File: src/hdl/mbf_pkg.sv
// shared types and constants of the modbus tcp header framer
package mbf_pkg;

    // input selector codes (s_tuser)
    localparam logic [1:0] FUNC_TX_HDR  = 2'd0;
    localparam logic [1:0] FUNC_TX_BYTE = 2'd1;
    localparam logic [1:0] FUNC_RX_BYTE = 2'd2;

    // result kind codes (m_tuser)
    localparam logic [1:0] KIND_TX     = 2'd0;
    localparam logic [1:0] KIND_RX_PAY = 2'd1;
    localparam logic [1:0] KIND_STATUS = 2'd2;

    // status codes
    localparam logic [2:0] ST_GOOD      = 3'd0;
    localparam logic [2:0] ST_OVERFLOW  = 3'd1;
    localparam logic [2:0] ST_SHORT     = 3'd2;
    localparam logic [2:0] ST_PROTOCOL  = 3'd3;
    localparam logic [2:0] ST_LENGTH    = 3'd4;
    localparam logic [2:0] ST_TRANSACT  = 3'd5;

    // header geometry
    localparam int HDR_BYTES       = 8;
    localparam int PREFIX_BYTES    = 6;
    localparam int UNIT_FUNC_BYTES = 2;

    // receive byte counter, saturating
    localparam int RX_COUNT_W = 11;

    // descriptor queue between front and back
    localparam int QDEPTH = 4;
    localparam int QIDX_W = 2;
    localparam int QCNT_W = 3;

    // how the back expands one descriptor
    typedef enum logic [1:0] {
        OP_SINGLE,
        OP_PAIR,
        OP_HEADER
    } mbf_op_t;

    typedef struct packed {
        mbf_op_t     op;
        logic [1:0]  kind;
        logic        last;
        logic [7:0]  data;
        logic [15:0] tid;
        logic [15:0] len;
        logic [7:0]  unit;
        logic [7:0]  fcode;
        logic [7:0]  count;
        logic [2:0]  status;
    } mbf_desc_t;

endpackage

File: src/hdl/mbf_front.sv
// front end: accepts items, tracks transaction and receive state, builds descriptors
module mbf_front #(
    parameter int FRAME_BYTES = 260
) (
    input  logic                aclk,
    input  logic                aresetn,
    input  logic                s_tvalid,
    output logic                s_tready,
    input  logic [1:0]          func,
    input  logic [7:0]          data_byte,
    input  logic [7:0]          unit_id,
    input  logic [7:0]          function_code,
    input  logic [15:0]         payload_length,
    input  logic                frame_end,
    input  logic                server_mode,
    input  logic [7:0]          max_read_payload,
    input  logic                q_full,
    output logic                push,
    output mbf_pkg::mbf_desc_t  push_desc
);
    import mbf_pkg::*;

    localparam int PAYLOAD_CAP = FRAME_BYTES - HDR_BYTES;
    localparam logic [15:0] TX_MAX = 16'(PAYLOAD_CAP);
    localparam logic [RX_COUNT_W-1:0] CAP_W = RX_COUNT_W'(PAYLOAD_CAP);
    localparam logic [RX_COUNT_W-1:0] FRAME_W = RX_COUNT_W'(FRAME_BYTES);
    localparam logic [RX_COUNT_W-1:0] HDR_W = RX_COUNT_W'(HDR_BYTES);
    localparam logic [RX_COUNT_W-1:0] PREFIX_W = RX_COUNT_W'(PREFIX_BYTES);
    localparam logic [RX_COUNT_W-1:0] CNT_MAX = {RX_COUNT_W{1'b1}};

    logic [15:0]           tid_reg, tid_next;
    logic                  adv_reg, adv_next;
    logic [RX_COUNT_W-1:0] cnt_reg, cnt_next;
    logic [15:0]           rtid_reg, rtid_next;
    logic                  pbad_reg, pbad_next;
    logic [15:0]           rlen_reg, rlen_next;
    logic [7:0]            runit_reg, runit_next;
    logic [7:0]            rfunc_reg, rfunc_next;

    logic                  accept;
    logic [7:0]            limit;
    logic [RX_COUNT_W-1:0] pos;
    logic [RX_COUNT_W-1:0] after_hdr;
    logic                  emit;
    logic [2:0]            st;
    logic [RX_COUNT_W-1:0] pay_cnt;
    logic [7:0]            cnt_out;

    assign s_tready = !q_full;
    assign accept   = s_tvalid && s_tready;

    // effective payload limit: min(max_read_payload, frame capacity)
    assign limit = (RX_COUNT_W'(max_read_payload) > CAP_W) ? CAP_W[7:0] : max_read_payload;

    always_comb begin
        tid_next   = tid_reg;
        adv_next   = adv_reg;
        cnt_next   = cnt_reg;
        rtid_next  = rtid_reg;
        pbad_next  = pbad_reg;
        rlen_next  = rlen_reg;
        runit_next = runit_reg;
        rfunc_next = rfunc_reg;
        push       = 1'b0;
        push_desc  = '0;
        pos        = cnt_reg;
        after_hdr  = cnt_reg - HDR_W;
        emit       = 1'b0;
        st         = ST_GOOD;
        pay_cnt    = '0;
        cnt_out    = '0;

        if (accept) begin
            unique case (func)
                FUNC_TX_HDR: begin
                    if (!server_mode) begin
                        tid_next = tid_reg + {15'd0, adv_reg};
                        adv_next = 1'b1;
                    end
                    push = 1'b1;
                    if (payload_length > TX_MAX) begin
                        push_desc.op     = OP_SINGLE;
                        push_desc.kind   = KIND_STATUS;
                        push_desc.last   = 1'b1;
                        push_desc.status = ST_OVERFLOW;
                    end else begin
                        push_desc.op    = OP_HEADER;
                        push_desc.tid   = tid_next;
                        push_desc.len   = payload_length + 16'(UNIT_FUNC_BYTES);
                        push_desc.unit  = unit_id;
                        push_desc.fcode = function_code;
                    end
                end
                FUNC_TX_BYTE: begin
                    push           = 1'b1;
                    push_desc.op   = OP_SINGLE;
                    push_desc.kind = KIND_TX;
                    push_desc.last = 1'b1;
                    push_desc.data = data_byte;
                end
                FUNC_RX_BYTE: begin
                    // header capture by position
                    case (pos)
                        11'd0: rtid_next = {data_byte, rtid_reg[7:0]};
                        11'd1: rtid_next = {rtid_reg[15:8], data_byte};
                        11'd2, 11'd3: if (data_byte != 8'd0) pbad_next = 1'b1;
                        11'd4: rlen_next = {data_byte, rlen_reg[7:0]};
                        11'd5: rlen_next = {rlen_reg[15:8], data_byte};
                        11'd6: runit_next = data_byte;
                        11'd7: rfunc_next = data_byte;
                        default: emit = (after_hdr < RX_COUNT_W'(limit));
                    endcase
                    if (cnt_reg != CNT_MAX) cnt_next = cnt_reg + 1'b1;

                    if (frame_end) begin
                        // checks in priority order
                        if (cnt_next < HDR_W) begin
                            st = ST_SHORT;
                        end else if (pbad_next) begin
                            st = ST_PROTOCOL;
                        end else if (cnt_next > FRAME_W ||
                                     rlen_next != 16'(cnt_next - PREFIX_W)) begin
                            st = ST_LENGTH;
                        end else if (server_mode) begin
                            tid_next = rtid_next;
                        end else if (tid_reg != rtid_next) begin
                            st = ST_TRANSACT;
                        end
                        if (st == ST_GOOD) begin
                            pay_cnt = cnt_next - HDR_W;
                            cnt_out = (pay_cnt > RX_COUNT_W'(limit)) ? limit : pay_cnt[7:0];
                        end
                        push             = 1'b1;
                        push_desc.op     = emit ? OP_PAIR : OP_SINGLE;
                        push_desc.kind   = KIND_STATUS;
                        push_desc.last   = 1'b1;
                        push_desc.data   = emit ? data_byte : 8'd0;
                        push_desc.unit   = runit_next;
                        push_desc.fcode  = rfunc_next;
                        push_desc.count  = cnt_out;
                        push_desc.status = st;
                        // receive state back to idle
                        cnt_next   = '0;
                        rtid_next  = '0;
                        pbad_next  = 1'b0;
                        rlen_next  = '0;
                        runit_next = '0;
                        rfunc_next = '0;
                    end else if (emit) begin
                        push           = 1'b1;
                        push_desc.op   = OP_SINGLE;
                        push_desc.kind = KIND_RX_PAY;
                        push_desc.last = 1'b1;
                        push_desc.data = data_byte;
                    end
                end
                default: ;
            endcase
        end
    end

    always_ff @(posedge aclk) begin
        if (!aresetn) begin
            tid_reg   <= '0;
            adv_reg   <= 1'b0;
            cnt_reg   <= '0;
            rtid_reg  <= '0;
            pbad_reg  <= 1'b0;
            rlen_reg  <= '0;
            runit_reg <= '0;
            rfunc_reg <= '0;
        end else begin
            tid_reg   <= tid_next;
            adv_reg   <= adv_next;
            cnt_reg   <= cnt_next;
            rtid_reg  <= rtid_next;
            pbad_reg  <= pbad_next;
            rlen_reg  <= rlen_next;
            runit_reg <= runit_next;
            rfunc_reg <= rfunc_next;
        end
    end

endmodule

File: src/hdl/mbf_queue.sv
// small descriptor fifo between front and back
module mbf_queue (
    input  logic                aclk,
    input  logic                aresetn,
    input  logic                push,
    input  mbf_pkg::mbf_desc_t  push_desc,
    output logic                full,
    input  logic                pop,
    output logic                head_valid,
    output mbf_pkg::mbf_desc_t  head_desc
);
    import mbf_pkg::*;

    mbf_desc_t          mem [QDEPTH];
    logic [QIDX_W-1:0]  wr_ptr_reg;
    logic [QIDX_W-1:0]  rd_ptr_reg;
    logic [QCNT_W-1:0]  count_reg;

    assign full       = (count_reg == QCNT_W'(QDEPTH));
    assign head_valid = (count_reg != '0);
    assign head_desc  = mem[rd_ptr_reg];

    always_ff @(posedge aclk) begin
        if (push) mem[wr_ptr_reg] <= push_desc;
    end

    always_ff @(posedge aclk) begin
        if (!aresetn) begin
            wr_ptr_reg <= '0;
            rd_ptr_reg <= '0;
            count_reg  <= '0;
        end else begin
            if (push) wr_ptr_reg <= wr_ptr_reg + 1'b1;
            if (pop)  rd_ptr_reg <= rd_ptr_reg + 1'b1;
            if (push && !pop)      count_reg <= count_reg + 1'b1;
            else if (pop && !push) count_reg <= count_reg - 1'b1;
        end
    end

endmodule

File: src/hdl/mbf_back.sv
// back end: expands descriptors into result transactions through an output register
module mbf_back (
    input  logic                aclk,
    input  logic                aresetn,
    input  logic                head_valid,
    input  mbf_pkg::mbf_desc_t  head_desc,
    output logic                pop,
    output logic                m_tvalid,
    input  logic                m_tready,
    output logic [39:0]         m_tdata,
    output logic [1:0]          m_tuser,
    output logic                m_tlast
);
    import mbf_pkg::*;

    typedef struct packed {
        logic [1:0] kind;
        logic [7:0] byte_val;
        logic       last;
        logic [7:0] unit;
        logic [7:0] fcode;
        logic [7:0] count;
        logic [2:0] status;
    } res_t;

    logic       valid_reg;
    logic [2:0] step_reg;
    res_t       res_reg;
    res_t       res;
    logic       load;
    logic       item_done;

    always_comb begin
        res       = '0;
        item_done = 1'b1;
        unique case (head_desc.op)
            OP_SINGLE: begin
                res.kind     = head_desc.kind;
                res.byte_val = head_desc.data;
                res.last     = head_desc.last;
                res.unit     = head_desc.unit;
                res.fcode    = head_desc.fcode;
                res.count    = head_desc.count;
                res.status   = head_desc.status;
            end
            OP_PAIR: begin
                // payload byte first, then status
                if (step_reg == 3'd0) begin
                    res.kind     = KIND_RX_PAY;
                    res.byte_val = head_desc.data;
                    item_done    = 1'b0;
                end else begin
                    res.kind   = KIND_STATUS;
                    res.last   = 1'b1;
                    res.unit   = head_desc.unit;
                    res.fcode  = head_desc.fcode;
                    res.count  = head_desc.count;
                    res.status = head_desc.status;
                end
            end
            OP_HEADER: begin
                res.kind  = KIND_TX;
                item_done = (step_reg == 3'd7);
                res.last  = item_done;
                case (step_reg)
                    3'd0:    res.byte_val = head_desc.tid[15:8];
                    3'd1:    res.byte_val = head_desc.tid[7:0];
                    3'd4:    res.byte_val = head_desc.len[15:8];
                    3'd5:    res.byte_val = head_desc.len[7:0];
                    3'd6:    res.byte_val = head_desc.unit;
                    3'd7:    res.byte_val = head_desc.fcode;
                    default: res.byte_val = 8'd0;
                endcase
            end
            default: ;
        endcase
    end

    assign load = head_valid && (!valid_reg || m_tready);
    assign pop  = load && item_done;

    always_ff @(posedge aclk) begin
        if (!aresetn) begin
            valid_reg <= 1'b0;
            step_reg  <= '0;
        end else begin
            if (load) begin
                valid_reg <= 1'b1;
                step_reg  <= item_done ? 3'd0 : step_reg + 1'b1;
            end else if (m_tready) begin
                valid_reg <= 1'b0;
            end
        end
    end

    always_ff @(posedge aclk) begin
        if (load) res_reg <= res;
    end

    assign m_tvalid = valid_reg;
    assign m_tuser  = res_reg.kind;
    assign m_tlast  = res_reg.last;
    assign m_tdata  = {5'd0, res_reg.status, res_reg.count, res_reg.fcode,
                       res_reg.unit, res_reg.byte_val};

endmodule

File: src/hdl/modbus_tcp_header_framer.sv
// top level of the modbus tcp header framer: config registers, front, queue and back
//
// builds and checks the eight-byte modbus tcp header (transaction id, protocol id,
// length, unit, function). one input transaction is taken per clock while the
// descriptor queue has room. transmit payload bytes and received frame bytes each
// produce at most one or two results and a header request eight header bytes;
// the back end drains them at one per cycle unless the output stalls, while the
// four-entry queue keeps the input side accepting. the output register lets the
// next result load in the cycle the current one is taken. received payload is
// sent before the frame is checked; the status result at frame end says whether
// to keep it (payload_count is zero on error). configuration must be written by the
// user over the apb port only while the block is idle; the block does not check it.
module modbus_tcp_header_framer #(
    parameter int FRAME_BYTES = 260
) (
    input  logic        aclk,
    input  logic        aresetn,
    // input stream
    input  logic        s_tvalid,
    output logic        s_tready,
    input  logic [39:0] s_tdata,   // data_byte, unit_id, function_code, payload_length
    input  logic [1:0]  s_tuser,   // func
    input  logic        s_tlast,   // frame_end
    // result stream
    output logic        m_tvalid,
    input  logic        m_tready,
    output logic [39:0] m_tdata,   // out_byte, rx_unit_id, rx_function_code,
                                   // payload_count, status, zero pad
    output logic [1:0]  m_tuser,   // out_kind
    output logic        m_tlast,   // last
    // apb config port
    input  logic        psel,
    input  logic        penable,
    input  logic        pwrite,
    input  logic [2:0]  paddr,
    input  logic [31:0] pwdata,
    output logic [31:0] prdata,
    output logic        pready
);
    import mbf_pkg::*;

    localparam logic REG_SERVER_MODE = 1'b0;
    localparam logic REG_MAX_READ    = 1'b1;

    logic       server_mode_reg;
    logic [7:0] max_read_reg;
    logic       cfg_write;

    logic       q_full;
    logic       push;
    mbf_desc_t  push_desc;
    logic       pop;
    logic       head_valid;
    mbf_desc_t  head_desc;

    // apb: zero wait states, register index from the word address
    assign pready    = 1'b1;
    assign cfg_write = psel && penable && pwrite && pready;

    always_ff @(posedge aclk) begin
        if (!aresetn) begin
            server_mode_reg <= 1'b0;
            max_read_reg    <= 8'd252;
        end else if (cfg_write) begin
            unique case (paddr[2])
                REG_SERVER_MODE: server_mode_reg <= pwdata[0];
                REG_MAX_READ:    max_read_reg    <= pwdata[7:0];
                default: ;
            endcase
        end
    end

    always_comb begin
        unique case (paddr[2])
            REG_SERVER_MODE: prdata = {31'd0, server_mode_reg};
            REG_MAX_READ:    prdata = {24'd0, max_read_reg};
            default:         prdata = '0;
        endcase
    end

    // front: classify and update header / receive state
    mbf_front #(
        .FRAME_BYTES(FRAME_BYTES)
    ) u_front (
        .aclk            (aclk),
        .aresetn         (aresetn),
        .s_tvalid        (s_tvalid),
        .s_tready        (s_tready),
        .func            (s_tuser),
        .data_byte       (s_tdata[7:0]),
        .unit_id         (s_tdata[15:8]),
        .function_code   (s_tdata[23:16]),
        .payload_length  (s_tdata[39:24]),
        .frame_end       (s_tlast),
        .server_mode     (server_mode_reg),
        .max_read_payload(max_read_reg),
        .q_full          (q_full),
        .push            (push),
        .push_desc       (push_desc)
    );

    // queue decouples the input side from the header drain
    mbf_queue u_queue (
        .aclk      (aclk),
        .aresetn   (aresetn),
        .push      (push),
        .push_desc (push_desc),
        .full      (q_full),
        .pop       (pop),
        .head_valid(head_valid),
        .head_desc (head_desc)
    );

    // back: one result per cycle into the output register unless the output stalls
    mbf_back u_back (
        .aclk      (aclk),
        .aresetn   (aresetn),
        .head_valid(head_valid),
        .head_desc (head_desc),
        .pop       (pop),
        .m_tvalid  (m_tvalid),
        .m_tready  (m_tready),
        .m_tdata   (m_tdata),
        .m_tuser   (m_tuser),
        .m_tlast   (m_tlast)
    );

endmodule

File: config.mk
export PLATFORM = sky130hd
export DESIGN_NAME = modbus_tcp_header_framer
export DESIGN_NICKNAME = d
export VERILOG_FILES = /design/src/hdl/mbf_pkg.sv /design/src/hdl/mbf_front.sv /design/src/hdl/mbf_queue.sv /design/src/hdl/mbf_back.sv /design/src/hdl/modbus_tcp_header_framer.sv
export SDC_FILE = /design/constraint.sdc
export NUM_CORES = 1
export LEC_CHECK = 0
export BUFFER_PORTS_ARGS = -buffer_cell sky130_fd_sc_hd__buf_2
export CORE_MARGIN = 1.5
export CORE_UTILIZATION = 45
export CTS_CLUSTER_SIZE = 12
export DETAILED_ROUTE_END_ITERATION = 12
export GPL_TIMING_DRIVEN = 0
export PLACE_DENSITY = 0.65
export SLEW_MARGIN = 0
export SYNTH_ARGS = -nofsm -noshare
export SYNTH_HDL_FRONTEND = slang
export SYNTH_SLANG_ARGS = --single-unit
File: constraint.sdc
create_clock -name aclk -period 8.1 [get_ports aclk]
set_input_delay 2.025 -clock aclk [delete_from_list [all_inputs] [get_ports aclk]]
set_output_delay 2.025 -clock aclk [all_outputs]
set_load 0.03 [all_outputs]
======== Yosys cells after proc, flatten, opt, wreduce, memory -nomap -nowiden ========
Memory sizes are Yosys's and may differ from the RTL's. A register that Yosys moved wholly into a read port is not among the register bits.
Cells that the tools add are included.
W data, S select, Z words.
cells by class
  $add $sub $neg .......................... 11
  $mul .................................... 0
  divide/modulo/power cells ............... 0
  order comparisons ....................... 6
  equal/unequal tests ..................... 25
  shifts and indexed selects .............. 0
  mux-type cells .......................... 80
  bitwise logic cells ..................... 2
  reduce and logical (&&, ||, !) cells .... 31
operator list
  kind                     count
  $mux W16                 12
  $pmux W16 S2             4
  $mux W8                  10
  $mux W72                 1
  $pmux W32 S2             1
  $pmux W27 S2             1
  $mux W48                 1
  $pmux W8 S6              1
  $eq A11 B3 Y1 const B    4
  $mux W11                 4
  $mux W3                  12
  $pmux W11 S3             1
  $mux W32                 1
  $ne A16 B16 Y1           2
  $mux W28                 1
  $mux W27                 1
  $eq A11 B2 Y1 const B    2
  $sub A11 B4 Y11 const B  2
  $mux W1                  18
  $add A16 B1 Y16          1
  $add A16 B2 Y16 const B  1
  $gt A16 B8 Y1 const B    1
  $pmux W8 S2              1
  $eq A3 B3 Y1 const B     5
  37 further kinds         67
storage, ports and cells
  register bits ........................... 135
  latch bits .............................. 0
  bits in writable memories ............... 288
  memory bits (read-only) ................. 0
  bits of input ports ..................... 85
  output and inout bits ................... 78
  word-level logic and storage cells ...... 178
  memories ................................ 1
memories
  memory       depth  bits a word  read ports  clocked after memory_dff  write ports  RTL line         text
  u_queue.mem  4      72           1           1                         1            mbf_queue.sv:14  mbf_desc_t mem [QDEPTH];

======== Depth between registers and ports, before layout ========
  depth in word-level cells ............... 18
  depth in mapped cells ................... 18
  mapped depth without buffers ............ 16

======== Hierarchy ========
A second synthesis with hierarchy kept.
unflattened totals
  cells, all modules ...................... 1558
  area, all modules ....................... 20443.4 µm²
by module, submodules not included
  module                    times used  cells an instance  area an instance (µm²)  seq. area each (µm²)
  mbf_queue                 1           419                10914.2                 8828.5
  mbf_front                 1           890                6672.6                  1541.5
  mbf_back                  1           175                2199.6                  1221.2
  modbus_tcp_header_framer  1           74                 656.9                   180.2

======== Worst setup path after synthesis ========
Ideal clock, no wire load.
  kind .................................... input -> register
  start point ............................. input port m_tready
  end point ............................... register u_queue.count_reg[2]
  setup time .............................. 0.070 ns
  arrival ................................. 5.662 ns
  path slack .............................. 2.368 ns
  stages .................................. 9
  cells stage by stage .................... inv_1 a21oi_1 nand2_1 ha_1 inv_1 fa_1 xor2_1 or3_1 a21oi_1
between the ends
  longest elaborated chain between the ends .. 6
  elaborated cells between the ends (all ways) .. 8
  those cells by class .................... 1 x mux; 7 x reduce/logical
RTL lines
  item                                                  RTL line                        text
  from (decl)                                           modbus_tcp_header_framer.sv:26  input logic m_tready,
  $logic_or A1 B1 Y1 (*)                                mbf_back.sv:79                  assign load = head_valid && (!valid_reg || m_tready);
  $logic_and A1 B1 Y1 (*)                               mbf_back.sv:79
  named net u_back.load                                 mbf_back.sv:30                  logic load;
  $logic_and A1 B1 Y1 (*)                               mbf_back.sv:80                  assign pop = load && item_done;
  $logic_not A1 Y1                                      mbf_queue.sv:35                 if (push && !pop) count_reg <= count_reg + 1'b1;
  $logic_and A1 B1 Y1                                   mbf_queue.sv:35
  $mux W3 / $reduce_bool A2 Y1 (equally long branches)  --
  to (signal assigned)                                  mbf_queue.sv:35
  to (signal assigned)                                  mbf_queue.sv:36                 else if (pop && !push) count_reg <= count_reg - 1'b1;
  to (decl)                                             mbf_queue.sv:17                 logic [QCNT_W-1:0] count_reg;
The timed path passes the listed nets; every way through them passes the cells marked *.
A chain may end at the register's enable or synchronous reset.

==> results.json <==
{
  "core_region_area_um2": 44100,
  "cts_hold_buffers": 0,
  "drive_above_1_share": 0.170,
  "seq_area_um2": 11800,
  "grt_overflow": 0,
  "fillCellCount": 3863,
  "ys_async_sr_fraction": 0,
  "cts_max_level": 2,
  "synth_fa_ha_area_frac": 0.0282,
  "die_w_um": 214,
  "slowest_stage": "nor3_2",
  "path_cells": "ha_1 -> buf_2 -> nand4_1 -> nor3_2 -> mux2i_1 -> inv_1 -> ha_1 -> nand2_1 -> o21ai_0 -> xnor3_1 -> or3_4 -> a2111oi_4 -> o211ai_2 -> nor2_1 -> nand3b_1 -> a211oi_1",
  "largest_register": "u_queue.mem",
  "viasPerCell": 5.67,
  "max_stage_delay_ps": 670,
  "synthSimpleGateAreaFrac": 0.117,
  "std_cell_rows": 77,
  "synth_xor_area_frac": 0.0286,
  "first_iter_violations": 1276,
  "cp_common_cell": "ha_1",
  "power_uw": 6010,
  "cts-resized-gates": 0,
  "cts-root-to-sink-buffers": 3,
  "io_buffer_count": 103,
  "period_share": 0.751,
  "worstHoldPathCells": 2,
  "syn_inst": 1579,
  "rsz0062_at_grt": "false",
  "cp-end-kind": "flip-flop",
  "finalHoldViolations": 0,
  "largest_reg_flops": 288,
  "cp_max_fo": 10,
  "relSlewSlack": 0.127,
  "synthMuxAreaShare": 0.0971,
  "worst_clock_skew_ps": 31.1,
  "nets": 1924,
  "synth-main-ff-cell": "edfxtp_1",
  "clock_sinks": 425,
  "clock_latency_ps": 590,
  "dpl.hpwl_um": 37800,
  "cts_setup_buffers": 0,
  "status": "complete, no violations",
  "ys_ff_latch": 425,
  "grt_max_degree": 56,
  "multi_input_area_um2": 7830,
  "synth_top_family_by_area": "simple AND/OR/NAND/NOR gates",
  "dr_total_vias": 13725,
  "cp-start-kind": "flip-flop",
  "cts_root_buf": "clkbuf_16",
  "grt_pass1_wl_um": 81800,
  "fp.dieH_um": 214,
  "hold_class": "reg -> reg",
  "area_growth_pct": 15.0,
  "first_global_vias": 13406,
  "synth_compound_area_frac": 0.106,
  "hp-start": "u_front.rfunc_reg[7]$_SDFFE_PN0P_",
  "synth-edff-count": 326,
  "rrSetupSlack_ps": 2020,
  "r2r-start": "u_front.cnt_reg[0]$_SDFFE_PN0P_",
  "reg2reg_depth": 16,
  "tightestPinTransition_ps": 1280,
  "min_period_ps": 6080,
  "final_common_cell": "edfxtp_1",
  "cts_buffers": 46,
  "routedWlPerCell_um": 22.2,
  "min_to": "u_front.rfunc_reg[7]$_SDFFE_PN0P_",
  "syn_area_um2": 20100,
  "yosysSeqAreaShare": 0.585,
  "setup_viol": 0,
  "first_pass_iters": 5,
  "diodes": 0,
  "final_cell_mix": "edfxtp_1 (326), nor2_1 (158), buf_2 (112), dfxtp_1 (99), nand2_1 (92)",
  "initial_core_util": 0.456,
  "ys_types": 82,
  "drv_cap": 0,
  "p_leak_uw": 0.00831,
  "arrival_ps": 6370,
  "cp.required_ps": 8390,
  "power_per_cell_area_nw_per_um2": 260,
  "yosysWarnings": 0,
  "die_area_um2": 46000,
  "grt_usage": 0.233,
  "timing.rr.end": "u_queue.mem[2][7]$_DFFE_PP_",
  "max_freq_mhz": 164,
  "syn-mean-instance-area_um2": 12.7,
  "maxSlewViolCount": 0,
  "drc_errors": 0,
  "ir_worst_vdd_mv": 0.214,
  "num_io_pins": 163,
  "critPathKind": "reg -> reg",
  "cts.reportedPaths.clkPinSlew_ps": 60,
  "place_congestion": 0.893,
  "wirelength_um": 53600,
  "cts_tree": "yes",
  "fin_setup_tns_ps": 0,
  "antenna_found_initial": 0,
  "ant_nets": 0
}
-- worst max path at each step --
| stage | start | to | cells after the start |
|---|---|---|---|
| 6_report | u_front.cnt_reg[0]$_SDFFE_PN0P_ | u_queue.mem[2][7]$_DFFE_PP_ | 16 |
| 3_5_place_dp | u_front.cnt_reg[0]$_SDFFE_PN0P_ | u_queue.mem[0][9]$_DFFE_PP_ | 16 |
| 2_1_floorplan | m_tready | u_queue.count_reg[2]$_SDFFE_PN0P_ | 9 |
| 3_3_place_gp | m_tready | u_queue.count_reg[2]$_SDFFE_PN0P_ | 10 |
| 5_1_grt | u_front.cnt_reg[0]$_SDFFE_PN0P_ | u_queue.mem[1][9]$_DFFE_PP_ | 16 |
| 4_1_cts | u_front.cnt_reg[0]$_SDFFE_PN0P_ | u_queue.mem[1][9]$_DFFE_PP_ | 16 |
-- report_power, final --
group	internal (uW)	switching, uW	total, uW
Combinational	491	924	1410
Sequential	2560	49.5	2610
Clock	1130	858	1990
-- metal layers --
metal	GRT usage	up-vias	wire, um
li1	-	6320	-
met1	0.333	6865	23900
met2	0.379	473	25500
met3	0.0304	67	3160
met4	0.0585	0	1020
met5	0	-	0
-- worst max-delay path: cells and delay by family, from the launching register on --
family / cells / cell delay [ps]
AO/OA/AOI/OAI: 4 / 1250
XOR/XNOR: 1 / 390
adder cells (fa/ha/maj): 2 / 480
buffers and inverters: 2 / 450
flip-flops: 1 / 540
multiplexers: 1 / 570
AND/OR/NAND/NOR: 6 / 2090
-- synth_stat cells, types with 7 or more instances --
cell | n | share of area
inv_1 | 50 | 0.0093
buf_1 | 10 | 0.0019
nor2_1 | 158 | 0.029
xnor2_1 | 39 | 0.017
ha_1 | 43 | 0.027
clkbuf_1 | 65 | 0.012
or2_2 | 7 | 0.0022
nor2b_1 | 46 | 0.014
o21ai_0 | 51 | 0.013
buf_2 | 9 | 0.0022
nor4_1 | 7 | 0.0022
a21boi_0 | 7 | 0.0026
a211oi_1 | 11 | 0.0041
nand3_1 | 31 | 0.0077
and2_1 | 37 | 0.012
a22o_1 | 15 | 0.0065
o211ai_1 | 15 | 0.0056
o22ai_1 | 13 | 0.0040
a31oi_1 | 8 | 0.0025
xor2_1 | 24 | 0.010
mux4_2 | 72 | 0.081
nor3_1 | 18 | 0.0045
buf_4 | 30 | 0.011
a22oi_1 | 52 | 0.019
and3_1 | 9 | 0.0028
or3_1 | 11 | 0.0034
edfxtp_1 | 326 | 0.49
nand4_1 | 18 | 0.0056
dfxtp_1 | 99 | 0.099
nand2_1 | 92 | 0.017
a21o_1 | 12 | 0.0045
mux2i_1 | 27 | 0.013
a21oi_1 | 54 | 0.013
-- through the flow --
step	cells	setup WS [ps]	instance area, um^2	hold slack [ps]	utilization
after floorplan	1639	2370	20300	443	-
after global placement	2334	606	21600	463	0.489
after detailed placement	2339	2170	21700	480	0.493
after CTS	2419	2120	23100	494	0.524
after global routing	2419	1750	23100	510	0.524
final	2419	2020	23100	491	0.524
-- layout make-up --
cell class / instances / area share
sequential: 425 / 0.509
multi-input combinational: 1049 / 0.339
clock buffer: 59 / 0.0528
tap: 592 / 0.0320
timing repair buffer: 108 / 0.0279
buffer: 115 / 0.0243
inverter: 50 / 0.00811
clock inverter: 21 / 0.00730
-- cell families (layout without fill, tap and decap cells) --
kind of cell,after synthesis,after routing
simple gates,470,470
flops,425,425
compound gates,304,304
buf+inv,165,353
mux,104,104
xor+xnor,64,64
fa+ha+maj,45,45
other cells,2,62
Power figures use the tool's default switching activity.
